<file path="config.mk">
export PLATFORM = sky130hd
export DESIGN_NAME = text_command_register_access
export DESIGN_NICKNAME = d
export VERILOG_FILES = /design/src/hdl/tcra_pkg.sv /design/src/hdl/tcra_parser.sv /design/src/hdl/tcra_reply.sv /design/src/hdl/text_command_register_access.sv
export SDC_FILE = /design/constraint.sdc
export NUM_CORES = 1
export LEC_CHECK = 0
export ABC_AREA = 1
export BUFFER_PORTS_ARGS = -buffer_cell sky130_fd_sc_hd__buf_2
export CAP_MARGIN = 20
export CORE_MARGIN = 2
export CORE_UTILIZATION = 60
export CTS_CLUSTER_DIAMETER = 50
export CTS_CLUSTER_SIZE = 16
export DETAILED_ROUTE_END_ITERATION = 6
export PLACE_DENSITY = 0.78
export SLEW_MARGIN = 20
export SYNTH_ARGS = -nofsm -noshare
export SYNTH_HDL_FRONTEND = slang
export SYNTH_SLANG_ARGS = --single-unit
</file>
<file path="constraint.sdc">
create_clock -name aclk -period 8 [get_ports aclk]
set_clock_uncertainty 0.15 [all_clocks]
set_input_delay 0.4 -clock aclk [delete_from_list [all_inputs] [get_ports aclk]]
set_output_delay 0.4 -clock aclk [all_outputs]
set_load 0.05 [all_outputs]
</file>
<file path="src/hdl/tcra_pkg.sv">
// Shared types, keyword tables and reply helpers for the text command register access block.
`default_nettype none

package tcra_pkg;

    localparam logic [7:0]  CH_SPACE = 8'h20;
    localparam logic [7:0]  CH_ZERO  = 8'h30;
    localparam logic [12:0] NUM_SAT  = 13'd8191;

    // Keyword slots in the candidate mask; the top bit marks an all-digit token.
    localparam int KW_GET     = 0;
    localparam int KW_SET     = 1;
    localparam int KW_TEMP    = 2;
    localparam int KW_TARGET  = 5;
    localparam int CAND_DIGIT = 6;
    localparam logic [6:0] CAND_ALL = 7'h7F;

    // Keyword text, one row per keyword, first character in byte 0.
    localparam logic [5:0][5:0][7:0] KW_TEXT = {
        {"T", "E", "G", "R", "A", "T"},
        {"S", "U", "T", "A", "T", "S"},
        {8'h00, "R", "E", "M", "I", "T"},
        {8'h00, 8'h00, "P", "M", "E", "T"},
        {8'h00, 8'h00, 8'h00, "T", "E", "S"},
        {8'h00, 8'h00, 8'h00, "T", "E", "G"}
    };
    localparam logic [5:0][2:0] KW_LEN = {3'd6, 3'd6, 3'd5, 3'd4, 3'd3, 3'd3};

    // Reply texts, first character in byte 0.
    typedef logic [2:0][7:0] txt_t;
    localparam txt_t TXT_OK  = {8'h00, "K", "O"};
    localparam txt_t TXT_CMD = {"D", "M", "C"};
    localparam txt_t TXT_VAR = {"R", "A", "V"};
    localparam txt_t TXT_INT = {"T", "N", "I"};

    localparam logic [1:0] CFG_TIMER_LIMIT = 2'd0;
    localparam logic [1:0] CFG_TARGET_LOW  = 2'd1;
    localparam logic [1:0] CFG_TARGET_HIGH = 2'd2;

    typedef enum logic [1:0] {
        CMD_NONE = 2'd0,
        CMD_GET  = 2'd1,
        CMD_SET  = 2'd2
    } cmd_kind_t;

    typedef enum logic [2:0] {
        VAR_NONE   = 3'd0,
        VAR_TEMP   = 3'd1,
        VAR_TIMER  = 3'd2,
        VAR_STATUS = 3'd3,
        VAR_TARGET = 3'd4
    } var_t;

    typedef enum logic [1:0] {
        VERD_PENDING = 2'd0,
        VERD_OK      = 2'd1,
        VERD_FAIL    = 2'd2
    } verdict_t;

    // Reply handed from the parser to the reply serializer.
    typedef struct packed {
        logic        load;
        logic        num;
        logic        ok;
        logic [2:0]  len;
        txt_t        txt;
        logic [11:0] value;
    } reply_req_t;

    function automatic logic [7:0] kw_char(input logic [2:0] k, input logic [2:0] pos);
        logic [7:0] ch;
        ch = 8'h00;
        if (k < 3'd6 && pos < 3'd6) begin
            ch = KW_TEXT[k][pos];
        end
        return ch;
    endfunction

    function automatic logic [13:0] pow10(input logic [1:0] place);
        logic [13:0] p;
        unique case (place)
            2'd0: p = 14'd1;
            2'd1: p = 14'd10;
            2'd2: p = 14'd100;
            default: p = 14'd1000;
        endcase
        return p;
    endfunction

    // Decimal digit at the given place; the remainder is below ten of that place.
    function automatic logic [3:0] digit_of(input logic [11:0] rem, input logic [1:0] place);
        logic [3:0]  d;
        logic [13:0] scale;
        d     = 4'd0;
        scale = pow10(place);
        for (int i = 1; i < 10; i++) begin
            if ({2'b00, rem} >= 14'(i) * scale) begin
                d = 4'(i);
            end
        end
        return d;
    endfunction

endpackage

`default_nettype wire

</file>
<file path="src/hdl/tcra_parser.sv">
// Token parser, variable store and reply selection for the text command register access block.
`default_nettype none

module tcra_parser
    import tcra_pkg::*;
#(
    parameter int TEMP_BITS = 10
) (
    input  wire logic        aclk,
    input  wire logic        aresetn,
    input  wire logic        adv,
    input  wire logic        req_type,
    input  wire logic [7:0]  char_byte,
    input  wire logic        is_final,
    input  wire logic [9:0]  temp_sample,
    input  wire logic [11:0] timer_limit,
    input  wire logic [6:0]  target_low,
    input  wire logic [6:0]  target_high,
    output reply_req_t       rep_req
);

    logic [TEMP_BITS-1:0] temp_reg, temp_next;
    logic [11:0]          timer_reg, timer_next;
    logic                 status_reg, status_next;
    logic [6:0]           target_reg, target_next;
    logic [1:0]           tok_idx_reg, tok_idx_next;
    logic [2:0]           pos_reg, pos_next;
    logic [6:0]           cand_reg, cand_next;
    logic [12:0]          acc_reg, acc_next;
    cmd_kind_t            kind_reg, kind_next;
    var_t                 var_reg, var_next;
    verdict_t             verd_reg, verd_next;

    logic [7:0]  c;
    logic        is_space, is_digit, cmd_item, final_item, do_end;
    logic [6:0]  upd_cand, tok_cand;
    logic [2:0]  upd_pos, tok_pos;
    logic [12:0] upd_acc, tok_acc;
    logic [16:0] acc_wide;
    logic [5:0]  hit;
    var_t        tok_var;
    cmd_kind_t   kind_e;
    var_t        var_e;
    verdict_t    verd_e;
    logic [11:0] timer_e;
    logic        status_e;
    logic [6:0]  target_e;
    logic [TEMP_BITS+11:0] temp_wide;
    logic [TEMP_BITS+9:0]  smp_wide;
    logic [11:0] temp_rd, val;

    always_comb begin
        c = char_byte;
        if (char_byte >= "a" && char_byte <= "z") begin
            c = char_byte - 8'd32;
        end
        is_space   = (c == CH_SPACE);
        is_digit   = (c >= "0" && c <= "9");
        cmd_item   = !req_type;
        final_item = cmd_item && is_final;

        // Narrow the keyword candidates by the character at this position.
        upd_cand = cand_reg;
        for (int k = 0; k < 6; k++) begin
            if (pos_reg >= KW_LEN[k] || kw_char(3'(k), pos_reg) != c) begin
                upd_cand[k] = 1'b0;
            end
        end
        if (!is_digit) begin
            upd_cand[CAND_DIGIT] = 1'b0;
        end

        acc_wide = ({4'd0, acc_reg} << 3) + ({4'd0, acc_reg} << 1) + {9'd0, c - CH_ZERO};
        upd_acc  = acc_reg;
        if (is_digit) begin
            upd_acc = (acc_wide > {4'd0, NUM_SAT}) ? NUM_SAT : acc_wide[12:0];
        end
        upd_pos = (pos_reg == 3'd7) ? 3'd7 : pos_reg + 3'd1;

        // A space ends the token as it stood; a final character ends it after the update.
        tok_cand = is_space ? cand_reg : upd_cand;
        tok_pos  = is_space ? pos_reg  : upd_pos;
        tok_acc  = is_space ? acc_reg  : upd_acc;
        do_end   = cmd_item && (is_space ? (pos_reg != 3'd0) : is_final);

        for (int k = 0; k < 6; k++) begin
            hit[k] = tok_cand[k] && (tok_pos == KW_LEN[k]);
        end
        tok_var = VAR_NONE;
        for (int k = KW_TEMP; k <= KW_TARGET; k++) begin
            if (hit[k]) begin
                tok_var = var_t'(3'(k - 1));
            end
        end

        kind_e   = kind_reg;
        var_e    = var_reg;
        verd_e   = verd_reg;
        timer_e  = timer_reg;
        status_e = status_reg;
        target_e = target_reg;
        if (verd_reg == VERD_PENDING) begin
            unique case (tok_idx_reg)
                2'd0: begin
                    if (hit[KW_GET]) begin
                        kind_e = CMD_GET;
                    end else if (hit[KW_SET]) begin
                        kind_e = CMD_SET;
                    end else begin
                        verd_e = VERD_FAIL;
                    end
                end
                2'd1: begin
                    if (tok_var == VAR_NONE || (kind_reg == CMD_SET && tok_var == VAR_TEMP)) begin
                        verd_e = VERD_FAIL;
                    end else begin
                        var_e = tok_var;
                        if (kind_reg == CMD_GET) begin
                            verd_e = VERD_OK;
                        end
                    end
                end
                2'd2: begin
                    verd_e = VERD_FAIL;
                    if (tok_cand[CAND_DIGIT]) begin
                        if (var_reg == VAR_TIMER && tok_acc <= {1'b0, timer_limit}) begin
                            timer_e = tok_acc[11:0];
                            verd_e  = VERD_OK;
                        end else if (var_reg == VAR_STATUS && tok_acc <= 13'd1) begin
                            status_e = tok_acc[0];
                            verd_e   = VERD_OK;
                        end else if (var_reg == VAR_TARGET && tok_acc >= {6'd0, target_low}
                                     && tok_acc <= {6'd0, target_high}) begin
                            target_e = tok_acc[6:0];
                            verd_e   = VERD_OK;
                        end
                    end
                end
                default: begin
                end
            endcase
        end
        if (!do_end) begin
            kind_e   = kind_reg;
            var_e    = var_reg;
            verd_e   = verd_reg;
            timer_e  = timer_reg;
            status_e = status_reg;
            target_e = target_reg;
        end

        // Reply selection for a final character.
        temp_wide = {12'd0, temp_reg};
        temp_rd   = temp_wide[11:0];
        if (temp_rd > 12'd1023) begin
            temp_rd = 12'd1023;
        end
        unique case (var_e)
            VAR_TEMP:   val = temp_rd;
            VAR_TIMER:  val = timer_reg;
            VAR_STATUS: val = {11'd0, status_reg};
            default:    val = {5'd0, target_reg};
        endcase

        rep_req       = '0;
        rep_req.load  = adv && final_item;
        rep_req.ok    = (verd_e == VERD_OK);
        rep_req.value = val;
        if (verd_e == VERD_OK) begin
            if (kind_e == CMD_SET) begin
                rep_req.txt = TXT_OK;
                rep_req.len = 3'd2;
            end else begin
                rep_req.num = 1'b1;
                if (val >= 12'd1000) begin
                    rep_req.len = 3'd4;
                end else if (val >= 12'd100) begin
                    rep_req.len = 3'd3;
                end else if (val >= 12'd10) begin
                    rep_req.len = 3'd2;
                end else begin
                    rep_req.len = 3'd1;
                end
            end
        end else begin
            rep_req.len = 3'd3;
            if (kind_e == CMD_NONE) begin
                rep_req.txt = TXT_CMD;
            end else if (var_e == VAR_NONE) begin
                rep_req.txt = TXT_VAR;
            end else begin
                rep_req.txt = TXT_INT;
            end
        end

        // Next state.
        smp_wide     = {{TEMP_BITS{1'b0}}, temp_sample};
        temp_next    = temp_reg;
        timer_next   = timer_e;
        status_next  = status_e;
        target_next  = target_e;
        tok_idx_next = tok_idx_reg;
        pos_next     = pos_reg;
        cand_next    = cand_reg;
        acc_next     = acc_reg;
        kind_next    = kind_e;
        var_next     = var_e;
        verd_next    = verd_e;
        if (req_type) begin
            temp_next = smp_wide[TEMP_BITS-1:0];
        end else if (final_item) begin
            tok_idx_next = 2'd0;
            pos_next     = 3'd0;
            cand_next    = CAND_ALL;
            acc_next     = 13'd0;
            kind_next    = CMD_NONE;
            var_next     = VAR_NONE;
            verd_next    = VERD_PENDING;
        end else if (do_end) begin
            tok_idx_next = (tok_idx_reg == 2'd3) ? 2'd3 : tok_idx_reg + 2'd1;
            pos_next     = 3'd0;
            cand_next    = CAND_ALL;
            acc_next     = 13'd0;
        end else if (!is_space) begin
            pos_next  = upd_pos;
            cand_next = upd_cand;
            acc_next  = upd_acc;
        end
    end

    always_ff @(posedge aclk) begin
        if (!aresetn) begin
            temp_reg    <= '0;
            timer_reg   <= 12'd0;
            status_reg  <= 1'b0;
            target_reg  <= 7'd0;
            tok_idx_reg <= 2'd0;
            pos_reg     <= 3'd0;
            cand_reg    <= CAND_ALL;
            acc_reg     <= 13'd0;
            kind_reg    <= CMD_NONE;
            var_reg     <= VAR_NONE;
            verd_reg    <= VERD_PENDING;
        end else if (adv) begin
            temp_reg    <= temp_next;
            timer_reg   <= timer_next;
            status_reg  <= status_next;
            target_reg  <= target_next;
            tok_idx_reg <= tok_idx_next;
            pos_reg     <= pos_next;
            cand_reg    <= cand_next;
            acc_reg     <= acc_next;
            kind_reg    <= kind_next;
            var_reg     <= var_next;
            verd_reg    <= verd_next;
        end
    end

endmodule

`default_nettype wire

</file>
<file path="src/hdl/tcra_reply.sv">
// Reply serializer: holds one reply and sends it one character per item.
`default_nettype none

module tcra_reply
    import tcra_pkg::*;
(
    input  wire logic       aclk,
    input  wire logic       aresetn,
    input  wire reply_req_t rep_req,
    input  wire logic       m_tready,
    output logic            m_tvalid,
    output logic [7:0]      m_char,
    output logic            m_last,
    output logic            m_ok,
    output logic            rep_free
);

    logic [2:0]  cnt_reg, cnt_next;
    logic        num_reg, num_next;
    logic        ok_reg, ok_next;
    txt_t        txt_reg, txt_next;
    logic [11:0] rem_reg, rem_next;

    logic [1:0]  place;
    logic [3:0]  digit;
    logic        pop;

    always_comb begin
        place    = 2'(cnt_reg - 3'd1);
        digit    = digit_of(rem_reg, place);
        m_tvalid = (cnt_reg != 3'd0);
        m_char   = num_reg ? (CH_ZERO + {4'd0, digit}) : txt_reg[0];
        m_last   = (cnt_reg == 3'd1);
        m_ok     = ok_reg;
        pop      = m_tvalid && m_tready;
        rep_free = (cnt_reg == 3'd0) || (m_last && m_tready);

        cnt_next = cnt_reg;
        num_next = num_reg;
        ok_next  = ok_reg;
        txt_next = txt_reg;
        rem_next = rem_reg;
        if (rep_req.load) begin
            cnt_next = rep_req.len;
            num_next = rep_req.num;
            ok_next  = rep_req.ok;
            txt_next = rep_req.txt;
            rem_next = rep_req.value;
        end else if (pop) begin
            // Advance to the next character: shift text, strip the digit just sent.
            cnt_next = cnt_reg - 3'd1;
            txt_next = {8'h00, txt_reg[2:1]};
            rem_next = rem_reg - 12'({10'd0, digit} * pow10(place));
        end
    end

    always_ff @(posedge aclk) begin
        if (!aresetn) begin
            cnt_reg <= 3'd0;
        end else begin
            cnt_reg <= cnt_next;
        end
    end

    always_ff @(posedge aclk) begin
        num_reg <= num_next;
        ok_reg  <= ok_next;
        txt_reg <= txt_next;
        rem_reg <= rem_next;
    end

endmodule

`default_nettype wire

</file>
<file path="src/hdl/text_command_register_access.sv">
// Top level of the text command register access block: input register, parser, reply serializer.
`default_nettype none

// Command characters enter on the s_ stream, one per item, and are accepted at one per cycle
// unless a final character is held in the input register; each goes through that input
// register before it is parsed. A sample item (tuser high) only updates the temperature. The
// character marked tlast ends the command; its reply (OK, CMD, VAR, INT or a 1 to 4 digit
// decimal value) leaves on the m_ stream one character per cycle while m_tready is high, tlast
// on the last character and tuser high on success. The reply is loaded from the parser into
// the reply serializer's registers. The reply serializer holds one reply: a later final
// character waits in the input register until the current reply's last character is taken,
// so a steady stream of final characters (one-character commands, each answered CMD) is taken
// one reply at a time. Registers written on the cfg_ port: 0 timer limit (12 bits), 1 target
// low (7 bits), 2 target high (7 bits); write them only while the block is idle.

module text_command_register_access
    import tcra_pkg::*;
#(
    parameter int TEMP_BITS = 10
) (
    input  wire logic        aclk,
    input  wire logic        aresetn,
    input  wire logic        s_tvalid,
    output logic             s_tready,
    input  wire logic [23:0] s_tdata,   // char_byte [7:0], temp_sample [17:8], zero [23:18]
    input  wire logic        s_tlast,
    input  wire logic        s_tuser,   // req_type
    output logic             m_tvalid,
    input  wire logic        m_tready,
    output logic [7:0]       m_tdata,   // reply_char [7:0]
    output logic             m_tlast,
    output logic             m_tuser,   // success
    input  wire logic        cfg_valid,
    output logic             cfg_ready,
    input  wire logic [1:0]  cfg_addr,
    input  wire logic [11:0] cfg_wdata
);

    logic        in_vld_reg;
    logic        in_type_reg;
    logic [7:0]  in_char_reg;
    logic        in_final_reg;
    logic [9:0]  in_temp_reg;
    logic [11:0] timer_limit_reg;
    logic [6:0]  target_low_reg;
    logic [6:0]  target_high_reg;

    logic        adv;
    logic        rep_free;
    reply_req_t  rep_req;

    // Hold a final character until the serializer can take its reply.
    assign adv       = in_vld_reg && (in_type_reg || !in_final_reg || rep_free);
    assign s_tready  = !in_vld_reg || adv;
    assign cfg_ready = 1'b1;

    always_ff @(posedge aclk) begin
        if (!aresetn) begin
            in_vld_reg <= 1'b0;
        end else if (s_tready) begin
            in_vld_reg <= s_tvalid;
        end
    end

    always_ff @(posedge aclk) begin
        if (s_tvalid && s_tready) begin
            in_type_reg  <= s_tuser;
            in_char_reg  <= s_tdata[7:0];
            in_final_reg <= s_tlast;
            in_temp_reg  <= s_tdata[17:8];
        end
    end

    always_ff @(posedge aclk) begin
        if (!aresetn) begin
            timer_limit_reg <= 12'd3600;
            target_low_reg  <= 7'd40;
            target_high_reg <= 7'd80;
        end else if (cfg_valid && cfg_ready) begin
            unique case (cfg_addr)
                CFG_TIMER_LIMIT: timer_limit_reg <= cfg_wdata;
                CFG_TARGET_LOW:  target_low_reg  <= cfg_wdata[6:0];
                CFG_TARGET_HIGH: target_high_reg <= cfg_wdata[6:0];
                default: begin
                end
            endcase
        end
    end

    tcra_parser #(
        .TEMP_BITS (TEMP_BITS)
    ) u_parser (
        .aclk        (aclk),
        .aresetn     (aresetn),
        .adv         (adv),
        .req_type    (in_type_reg),
        .char_byte   (in_char_reg),
        .is_final    (in_final_reg),
        .temp_sample (in_temp_reg),
        .timer_limit (timer_limit_reg),
        .target_low  (target_low_reg),
        .target_high (target_high_reg),
        .rep_req     (rep_req)
    );

    tcra_reply u_reply (
        .aclk     (aclk),
        .aresetn  (aresetn),
        .rep_req  (rep_req),
        .m_tready (m_tready),
        .m_tvalid (m_tvalid),
        .m_char   (m_tdata),
        .m_last   (m_tlast),
        .m_ok     (m_tuser),
        .rep_free (rep_free)
    );

`ifndef SYNTHESIS
    a_reply_continues: assert property (@(posedge aclk) disable iff (!aresetn)
        (m_tvalid && m_tready && !m_tlast) |=> (m_tvalid && m_tuser == $past(m_tuser)))
        else $error("reply ended without its last character");

    a_reply_len: assert property (@(posedge aclk) disable iff (!aresetn)
        rep_req.load |-> (rep_req.len != 3'd0 && rep_req.len <= 3'd4 && rep_free))
        else $error("reply loaded with a bad length or over a pending reply");

    a_input_hold: assert property (@(posedge aclk) disable iff (!aresetn)
        (in_vld_reg && !adv) |=> (in_vld_reg && $stable(in_char_reg) && in_final_reg))
        else $error("stalled input item was lost or changed");
`endif

endmodule

`default_nettype wire
</file>
==> results.ini, run 1 <==
[detailed_routing]
post_drt_via_cell_ratio = 5.52
drt_pass1_iterations = 5
drt-initial-drc-count = 686
routed_wirelength_um = 29900
dr_total_vias = 11100
remaining_drc_errors = 0
routed_wire_length_per_instance_um = 14.9
drtAntennaViolNets = 0

[placement]
preCtsSetupSlack_ns = 0.741
place_hpwl_um = 22900
routability_cong = 0.909
portBuffers = 49

[timing]
rsz0062_at_grt = false
worst_max_slew_pin_slew_ns = 1.01
timing.max_slew.rel_slack_pct = 32.4
timing_max_transition_violations_final = 0
setup_viol = 0
finalWorstSetupSlack_ns = 0.652
finalCriticalPeriod_ns = 7.35
period_share_pct = 91.9
holdWs_ns = 0.0284
achievable-frequency_ghz = 0.136
final-hold-violation-count = 0
setup-tns-final_ns = 0

[flow_run]
number_of_violations_of_the_max_capacitance_limit = 0

[worst_setup_path]
crit_path_end_kind = flip-flop
worstRegToRegCells = 41
critPathMostFrequentCell = sky130_fd_sc_hd__nor2_1
worst-path-max-fanout = 11
end_of_the_worst_register_to_register_path = u_reply.rem_reg[11]
timing.rr.start = u_reply.cnt_reg[0]
startpoint_type = flip-flop
worst_setup_path_class = flip-flop to flip-flop
reg2reg_setup_slack_ns = 0.65
critical_path_required_ns = 8.00
cp.arrival_ns = 7.35
crit_path_top_delay_cell = sky130_fd_sc_hd__fa_1
biggest_cell_delay_along_the_critical_path_ns = 0.54

[yosys]
synth_top_cells_by_area = sky130_fd_sc_hd__dfxtp_1 18%, sky130_fd_sc_hd__ha_1 14%, sky130_fd_sc_hd__edfxtp_1 12%
yosysWarnings = 0
synth-edff-count = 50
post_syn_area_sq_um = 12500
netlist_instances = 1669
distinct_cell_type_count_of_the_synthesized_netlist = 71
syn-mean-instance-area_sq_um = 7.51
yosysSeqAreaShare_pct = 29.8
synth_most_common_cell = sky130_fd_sc_hd__nand2_1
postSynthNetCount = 1884
synth-async-reset-ratio_pct = 0
synth_common_cells = 331 x sky130_fd_sc_hd__nand2_1, 243 x sky130_fd_sc_hd__inv_1, 165 x sky130_fd_sc_hd__nor2_1
yosys.area.top_type = sky130_fd_sc_hd__dfxtp_1
synthDominantCellAreaShare_pct = 17.9
ys.flop_type = sky130_fd_sc_hd__dfxtp_1
yosys_register_bits = 162

[power_and_ir_drop]
cellLeakagePower_nw = 6.69
total_power_mw = 5.55
worst_ir_drop_vdd_mv = 0.426
pwr_density_cell_nw_per_um2 = 402

[cts]
cts_sinks = 162
cts_htree_levels = 4
worst_setup_hold_path_clk_slew_ns = 0.08
clockRootBuffer = sky130_fd_sc_hd__clkbuf_16
cts_made_buffers = 17
cts.repair_timing.setup_buffer_count = 0
cts_buffer_depth = 2
worst_skew_pair.late_latency_ns = 0.44
clock_tree_from_tritoncts = built

[final_layout]
num-nets-final = 1946
area_delta_synth_final_pct = 10.2
antennaDiodeCount = 0
layout-drive-gt1-share_pct = 9.69
final_core_util_pct = 67.8

[floorplan]
placementRows = 52
dieWidth_um = 149
placeableCoreArea_sq_um = 20400
floorplan.io_pins = 58
design.die.area_sq_um = 22100
die_y_um = 149
start_util_pct = 61.6

[run_status]
run_status = completed

[worst_hold_path]
hold_end = timer_limit_reg[10]
min_delay_path_depth = 3
hp_start = cfg_wdata[10]
hold_class = input pin to flip-flop

[grt]
grt_first_pass_wirelength_um = 50900
grt_antenna_before_repair = 0
vias_in_the_first_global_route = 11000
total_routing_usage_gr_pct = 28.1
grt_start_max_net_pins = 63
overflow = 0

-- worst max-delay path, delay by kind of cell, from the launching register on --
kind | cells | cell delay [ns]
and+or+nand+nor | 18 | 1.76
DFF | 1 | 0.42
AOI/OAI and AO/OA | 11 | 1.80
adders and majority gates | 6 | 2.29
buffers and inverters | 5 | 0.46
xor gates and xnor gates | 1 | 0.16
-- kinds of logic after synthesis --
kind of cell	synth area share [%]
AOI/OAI and AO/OA	14.4
adders and majority gates	18.6
xor gates and xnor gates	2.93
other	0.0599
and+or+nand+nor	24.8
DFF	29.8
buffers and inverters	9.35
-- metal layers --
metal / routed length [um] / share of wire (%) / global-route usage [%] / vias up
li1: - / - / - / 5606
met1: 13300 / 44 / 36.4 / 5159
met2: 14500 / 48 / 48.7 / 282
met3: 1370 / 4.6 / 3.93 / 66
met4: 790 / 2.6 / 9.38 / 0
met5: 0 / 0 / 0 / -
-- what timing repair did --
action | CTS | global route
hold endpoints to repair | 20 | 0
gates resized for setup | 0 | 0
hold buffers | 20 | 0
-- layout make-up --
class,instances,area (sq um)
Multi-Input combinational cell,1214,7630
Inverter,257,972
Tap cell,270,338
Clock buffer,17,425
Timing Repair Buffer,79,520
Sequential cell,162,3740
Fill cell,1711,6550
Clock inverter,15,185
-- where the power goes --
| group | internal [mW] | switching [mW] |
|---|---|---|
| sequential | 1.10 | 0.118 |
| combinational | 1.46 | 2.04 |
| clock | 0.425 | 0.402 |
| total | 2.99 | 2.56 |
-- cells in the final DEF (no fill, tap or decap), drive strengths merged, types with 2 or more instances in the layout --
cell	instances
nor2	181
clkinv	10
nand3	88
nand3b	3
inv	259
ha	143
fa	27
and2	7
conb	2
o221ai	2
clkinvlp	3
a31oi	2
o21a	12
o21bai	13
or2	9
o211ai	11
a21boi	8
dlygate4sd3	20
nor4	3
nand4	31
a21o	4
xnor2	18
o21ai	112
nand2	349
edfxtp	50
xor2	24
clkbuf	17
a21oi	126
o31ai	2
a211o	2
a22oi	3
o22ai	2
dfxtp	112
a211oi	3
buf	59
nor3	18
-- through the flow --
step / cell area (sq um) / cells
2_1_floorplan: 12500 / 1669
3_3_place_gp: 13000 / 1962
3_5_place_dp: 13000 / 1962
4_1_cts: 13800 / 2014
5_1_grt: 13800 / 2014
6_report: 13800 / 2014
-- worst max-delay path by stage --
| stage | startpoint | to | cells after the start |
|---|---|---|---|
| after floorplan | u_reply.cnt_reg[0] | u_reply.rem_reg[11] | 38 |
| after global placement | u_reply.cnt_reg[0] | u_reply.rem_reg[11] | 41 |
| after detailed placement | u_reply.cnt_reg[0] | u_reply.rem_reg[11] | 41 |
| after CTS | u_reply.cnt_reg[0] | u_reply.rem_reg[11] | 41 |
| after global routing | u_reply.cnt_reg[0] | u_reply.rem_reg[11] | 41 |
| final | u_reply.cnt_reg[0] | u_reply.rem_reg[11] | 41 |
Power figures use the tool's default switching activity.
==> run 2, diff against run 1 <==
--- a/config.mk
+++ b/config.mk
@@ -9,11 +9,12 @@
 export BUFFER_PORTS_ARGS = -buffer_cell sky130_fd_sc_hd__buf_2
 export CAP_MARGIN = 20
 export CORE_MARGIN = 2
-export CORE_UTILIZATION = 60
+export CORE_UTILIZATION = 57
 export CTS_CLUSTER_DIAMETER = 50
 export CTS_CLUSTER_SIZE = 16
 export DETAILED_ROUTE_END_ITERATION = 6
 export PLACE_DENSITY = 0.78
+export RECOVER_POWER = 25
 export SLEW_MARGIN = 20
 export SYNTH_ARGS = -nofsm -noshare
 export SYNTH_HDL_FRONTEND = slang
==> constraint.sdc (replaced) <==
create_clock -name aclk -period 6.2 [get_ports aclk]
set_clock_uncertainty 0.15 [all_clocks]
set_input_delay 0.31 -clock aclk [delete_from_list [all_inputs] [get_ports aclk]]
set_output_delay 0.31 -clock aclk [all_outputs]
set_load 0.05 [all_outputs]
==> results.ini, run 2 (synthesized netlist as in run 1, its figures left out) <==
[power_and_ir_drop]
cellLeakagePower_nw = 7.29  ; was 6.69 nW
worst_ir_drop_vdd_mv = 0.739  ; was 0.426 mV
pwr_density_cell_nw_per_um2 = 619  ; was 402 nW/um^2
total_power_mw = 9.44  ; was 5.55 mW

[final_layout]
layout_commonest_cell = sky130_fd_sc_hd__nand2_1  ; unchanged
layout-drive-gt1-share_pct = 19.7  ; was 9.69%
num-nets-final = 2061  ; was 1,946
antennaDiodeCount = 0  ; unchanged
area_delta_synth_final_pct = 21.6  ; was 10.2%
final_core_util_pct = 70.3  ; was 67.8%
finish.cell_count_without_fillers = 2139  ; was 2,014
layout.cell_area.non_filler_sq_um = 15300  ; was 13,800 sq um
layout.cells.most_common_list = 314 x sky130_fd_sc_hd__nand2_1, 232 x sky130_fd_sc_hd__inv_1, 154 x sky130_fd_sc_hd__nor2_1  ; was 331 x sky130_fd_sc_hd__nand2_1, 243 x sky130_fd_sc_hd__inv_1, 165 x sky130_fd_sc_hd__nor2_1

[detailed_routing]
routed_wire_length_per_instance_um = 16.2  ; was 14.9 um
wl_met3_um = 1960  ; was 1370 um
drtAntennaViolNets = 0  ; unchanged
drt-initial-drc-count = 889  ; was 686
drt-met1-wl_um = 14800  ; was 13,300 um
dr_total_vias = 11900  ; was 11,100
routed_wirelength_um = 34600  ; was 29,900 um
post_drt_via_cell_ratio = 5.57  ; was 5.52
detailroute.wirelength.met2_um = 16600  ; was 14,500 um
drt_pass1_iterations = 7  ; was 5
remaining_drc_errors = 1  ; was 0
dr.max_layer_used = met4  ; unchanged

[worst_setup_path]
startpoint_type = flip-flop  ; unchanged
worst_setup_path_class = flip-flop to flip-flop  ; unchanged
critical_path_required_ns = 6.22  ; was 8.00 ns
critPathBufInv = 5  ; unchanged
critPathMostFrequentCell = sky130_fd_sc_hd__nor2_1  ; unchanged
worst-path-max-fanout = 4  ; was 11
biggest_cell_delay_along_the_critical_path_ns = 0.55  ; was 0.54 ns
cp.arrival_ns = 6.36  ; was 7.35 ns
crit_path_end_kind = flip-flop  ; unchanged
critical-path-top-delay-family = adder cells  ; unchanged
crit_path_top_delay_cell = sky130_fd_sc_hd__fa_1  ; unchanged

[grt]
overflow = 0  ; unchanged
grt_first_pass_wirelength_um = 55100  ; was 50,900 um
total_routing_usage_gr_pct = 28.8  ; was 28.1%
grt_start_max_net_pins = 63  ; unchanged
vias_in_the_first_global_route = 11600  ; was 11,000
grt_antenna_before_repair = 0  ; unchanged

[timing]
finalCriticalPeriod_ns = 6.34  ; was 7.35 ns
finalWorstSetupSlack_ns = -0.140  ; was 0.652 ns
period_share_pct = 102  ; was 91.9%
timing_max_transition_violations_final = 94  ; was 0
final-hold-violation-count = 0  ; unchanged
worst_max_slew_pin_slew_ns = 2.53  ; was 1.01 ns
rsz0062_at_grt = true  ; was false
holdWs_ns = 0.00959  ; was 0.0284 ns
setup_viol = 2  ; was 0
timing.max_slew.rel_slack_pct = -68.5  ; was 32.4%
achievable-frequency_ghz = 0.158  ; was 0.136 GHz

[floorplan]
die_y_um = 152  ; was 149 um
floorplan.io_pins = 58  ; unchanged
start_util_pct = 57.8  ; was 61.6%
placeableCoreArea_sq_um = 21700  ; was 20,400 sq um
design.die.area_sq_um = 23200  ; was 22,100 sq um
dieWidth_um = 152  ; was 149 um
placementRows = 54  ; was 52

[cts]
worst_setup_hold_path_clk_slew_ns = 0.07  ; was 0.08 ns
clock_tree_from_tritoncts = built  ; unchanged
cts_buffer_depth = 2  ; unchanged
worst_skew_pair.late_latency_ns = 0.44  ; about the same
cts_sinks = 162  ; unchanged
cts_made_buffers = 17  ; unchanged
clockRootBuffer = sky130_fd_sc_hd__clkbuf_16  ; unchanged
cts_htree_levels = 4  ; unchanged

[run_status]
run_status = finished, violations left  ; was completed
violations = design-rule violations, max-capacitance violations, max-slew violations, negative setup slack

[placement]
portBuffers = 49  ; unchanged
placement.cell_area_sq_um = 13600  ; was 13,000 sq um
routability_cong = 0.946  ; was 0.909
place_hpwl_um = 24900  ; was 22,900 um
dpl.cell_count = 2050  ; was 1,962

[flow_run]
number_of_violations_of_the_max_capacitance_limit = 2  ; was 0

[worst_hold_path]
hold_class = input pin to flip-flop  ; unchanged

==> run 2: cell count changes in the layout (fill, tap and decap cells not counted), sizes merged <==
cell	before	now
clkinv	10	8
bufinv	0	1
dlygate4sd3	20	28
clkbuf	17	23
clkinvlp	3	1
inv	259	262
buf	59	160
==> run 2: routing by layer <==
metal  GRT usage (%)  vias to the layer above
li1                -                     5824
met1            37.2                     5585
met2            49.1                      400
met3            4.44                       95
met4            10.7                        0
met5               0                        -
==> run 2: report_power, final <==
| part | internal [mW] | total, mW | switching (mW) |
|---|---|---|---|
| Clock | 0.574 | 1.07 | 0.495 |
| Combinational | 3.17 | 6.81 | 3.64 |
| Sequential | 1.43 | 1.57 | 0.138 |
==> run 2: area by class of cell <==
class / count / area, sq um
Tap cell: 280 / 350
Timing Repair Buffer: 194 / 1410
Sequential cell: 162 / 3750
Inverter: 257 / 982
Clock buffer: 17 / 425
Multi-Input combinational cell: 1214 / 8170
Fill cell: 1636 / 6430
Clock inverter: 15 / 165
==> run 2: repair_timing <==
action	in CTS	in global routing
hold endpoints to repair	29	0
endpoints found under the setup margin	15	42
hold buffers	28	0
setup buffers	11	19
pin swaps	16	64
resized for setup	24	108
==> run 2: per-stage QoR <==
stage / worst slack [ns] / TNS (ns)
finish: -0.140 / -0.207
global route: -0.575 / -2.39
CTS: -0.100 / -0.100
detailed placement: -0.299 / -0.662
global placement: -0.138 / -0.138
floorplan: 0.0188 / 0
==> run 2: path summary, 6_finish.rpt <==
| kind | from | end | slack, ns | cells after the start |
|---|---|---|---|---|
| setup / recovery | u_reply.cnt_reg[1] | u_reply.rem_reg[11] | -0.14 | 42 |
| hold / removal | cfg_wdata[3] | target_low_reg[3] | 0.01 | 3 |
| hold reg to reg | u_parser.target_reg[3] | u_parser.target_reg[3] | 0.31 | 2 |
| setup reg to reg | u_reply.cnt_reg[1] | u_reply.rem_reg[11] | -0.14 | 42 |
==> run 2: worst min-delay path: stages <==
cell,delay [ns]
sky130_fd_sc_hd__buf_2,0.10
sky130_fd_sc_hd__nand2_1,0.07
sky130_fd_sc_hd__o211ai_1,0.07
==> run 3, diff against run 2 <==
--- a/config.mk
+++ b/config.mk
@@ -8,8 +8,10 @@
 export ABC_AREA = 1
 export BUFFER_PORTS_ARGS = -buffer_cell sky130_fd_sc_hd__buf_2
 export CAP_MARGIN = 20
+export CELL_PAD_IN_SITES_DETAIL_PLACEMENT = 2
+export CELL_PAD_IN_SITES_GLOBAL_PLACEMENT = 2
 export CORE_MARGIN = 2
-export CORE_UTILIZATION = 57
+export CORE_UTILIZATION = 34
 export CTS_CLUSTER_DIAMETER = 50
 export CTS_CLUSTER_SIZE = 16
 export DETAILED_ROUTE_END_ITERATION = 6
==> results.ini, run 3 (synthesized netlist as in run 1, its figures left out) <==
[run_status]
run_status = finished, violations left  ; unchanged
violations = max-capacitance violations, max-slew violations, negative setup slack  ; was design-rule violations, max-capacitance violations, max-slew violations, negative setup slack

[cts]
worst_skew_pair.late_latency_ns = 0.47  ; was 0.44 ns
clock_tree_from_tritoncts = built  ; unchanged
cts_buffer_depth = 2  ; unchanged
worst_setup_hold_path_clk_slew_ns = 0.08  ; was 0.07 ns
cts_made_buffers = 17  ; unchanged
cts_sinks = 162  ; unchanged
cts_htree_levels = 4  ; unchanged
clockRootBuffer = sky130_fd_sc_hd__clkbuf_16  ; unchanged

[final_layout]
layout.cells.most_common_list = 289 x sky130_fd_sc_hd__nand2_1, 224 x sky130_fd_sc_hd__inv_1, 153 x sky130_fd_sc_hd__buf_4  ; was 314 x sky130_fd_sc_hd__nand2_1, 232 x sky130_fd_sc_hd__inv_1, 154 x sky130_fd_sc_hd__nor2_1
layout_commonest_cell = sky130_fd_sc_hd__nand2_1  ; unchanged
num-nets-final = 2117  ; was 2,061
layout.cell_area.non_filler_sq_um = 16300  ; was 15,300 sq um
area_delta_synth_final_pct = 30.3  ; was 21.6%
antennaDiodeCount = 0  ; unchanged
layout-drive-gt1-share_pct = 25.5  ; was 19.7%

[grt]
total_routing_usage_gr_pct = 28.4  ; was 28.8%
grt_start_max_net_pins = 63  ; unchanged
vias_in_the_first_global_route = 14500  ; was 11,600
grt_first_pass_wirelength_um = 83800  ; was 55,100 um
overflow = 0  ; unchanged
grt_antenna_before_repair = 0  ; unchanged

[placement]
portBuffers = 49  ; unchanged
placement.cell_area_sq_um = 14100  ; was 13,600 sq um
place_hpwl_um = 35700  ; was 24,900 um
routability_cong = 0.834  ; was 0.946

[detailed_routing]
drt-initial-drc-count = 475  ; was 889
remaining_drc_errors = 0  ; was 1
routed_wirelength_um = 58300  ; was 34,600 um
routed_wire_length_per_instance_um = 24.5  ; was 16.2 um
dr_total_vias = 12900  ; was 11,900
post_drt_via_cell_ratio = 5.41  ; was 5.57
drtAntennaViolNets = 0  ; unchanged
drt_pass1_iterations = 5  ; was 7

[timing]
timing.max_slew.rel_slack_pct = -89.2  ; was -68.5%
final-hold-violation-count = 0  ; unchanged
worst_max_slew_pin_slew_ns = 2.84  ; was 2.53 ns
finalWorstSetupSlack_ns = -0.824  ; was -0.140 ns
finalCriticalPeriod_ns = 7.02  ; was 6.34 ns
rsz0062_at_grt = true  ; unchanged
period_share_pct = 113  ; was 102%
achievable-frequency_ghz = 0.142  ; was 0.158 GHz
timing_max_transition_violations_final = 94  ; unchanged
setup_viol = 26  ; was 2

[worst_hold_path]
hold_end = timer_limit_reg[7]  ; was target_low_reg[3]
min_delay_path_depth = 3  ; unchanged
hold_class = input pin to flip-flop  ; unchanged
hp_start = cfg_wdata[7]  ; was cfg_wdata[3]

[floorplan]
placementRows = 70  ; was 54
dieWidth_um = 196  ; was 152 um
design.die.area_sq_um = 38400  ; was 23,200 sq um
die_y_um = 196  ; was 152 um
placeableCoreArea_sq_um = 36400  ; was 21,700 sq um
start_util_pct = 34.4  ; was 57.8%
floorplan.io_pins = 58  ; unchanged

[worst_setup_path]
crit_path_end_kind = flip-flop  ; unchanged
reg2reg_setup_slack_ns = -0.82  ; was -0.14 ns
timing.rr.start = u_reply.cnt_reg[1]  ; unchanged
worst-path-max-fanout = 3  ; was 4
critPathMostFrequentCell = sky130_fd_sc_hd__a21oi_2  ; was sky130_fd_sc_hd__nor2_1
biggest_cell_delay_along_the_critical_path_ns = 0.60  ; was 0.55 ns
worstRegToRegCells = 41  ; was 42
crit_path_top_delay_cell = sky130_fd_sc_hd__fa_2  ; was sky130_fd_sc_hd__fa_1
cp.arrival_ns = 7.07  ; was 6.36 ns
critical_path_required_ns = 6.25  ; was 6.22 ns
startpoint_type = flip-flop  ; unchanged
worst_setup_path_class = flip-flop to flip-flop  ; unchanged
end_of_the_worst_register_to_register_path = u_reply.rem_reg[11]  ; unchanged

[flow_run]
number_of_violations_of_the_max_capacitance_limit = 2  ; unchanged

[run 3: final cells by class]
| class | count | area (sq um) |
|---|---|---|
| tap | 468 | 586 |
| sequential | 162 | 3750 |
| clock inverter | 15 | 189 |
| inverter | 257 | 982 |
| fill | 4144 | 20100 |
| clock buffer | 17 | 425 |
| timing repair buffer | 250 | 1870 |
| multi-input combinational | 1214 | 8540 |
[run 3: how the worst max path moves through the flow]
stage | slack, ns | to | startpoint
2_1_floorplan | 0.02 | u_reply.rem_reg[11] | u_reply.cnt_reg[0]
3_3_place_gp | -0.26 | u_reply.rem_reg[11] | u_reply.cnt_reg[0]
3_5_place_dp | -0.93 | u_reply.rem_reg[10] | u_reply.cnt_reg[0]
4_1_cts | -0.45 | u_reply.rem_reg[11] | u_reply.cnt_reg[1]
5_1_grt | -1.07 | u_reply.rem_reg[11] | u_reply.cnt_reg[1]
6_report | -0.82 | u_reply.rem_reg[11] | u_reply.cnt_reg[1]
[run 3: through the flow]
| stage | utilization (%) | hold WS [ns] | worst slack, ns | std cells | TNS [ns] |
|---|---|---|---|---|---|
| floorplan | - | 0.259 | 0.0188 | 1669 | 0 |
| global placement | 38.8 | 0.293 | -0.261 | 2275 | -0.547 |
| detailed placement | 38.8 | 0.308 | -0.934 | 2275 | -7.09 |
| CTS | 43.0 | 0.0369 | -0.455 | 2375 | -1.85 |
| global route | 44.9 | 0.0761 | -1.07 | 2383 | -14.13 |
| finish | 44.9 | 0.0475 | -0.824 | 2383 | -5.71 |
[run 3: timing repair]
action,CTS,global route
setup buffers,40,20
endpoints found under the setup margin,37,44
endpoints found under the hold margin,32,0
gates resized for setup,77,155
hold buffers,29,0
pin swaps,54,75
[run 3: routing by layer]
layer / part of all wire, % / global-route usage (%)
met4: 5.6 / 11.8
met5: 0 / 0
met3: 2.4 / 3.11
met1: 39 / 30.8
met2: 53 / 55.5
[run 3: critical path: cells and delay by family, from the launching register on]
family / cells / cell delay, ns
AND/OR/NAND/NOR: 13 / 1.16
adder cells (fa/ha/maj): 5 / 1.70
flip-flops: 1 / 0.39
XOR/XNOR: 2 / 0.31
AO/OA/AOI/OAI: 15 / 2.55
buffers and inverters: 6 / 0.48
Power of run 3 is not shown: default switching activity piles up to over one toggle a cycle in this logic, so the estimate is an artifact.
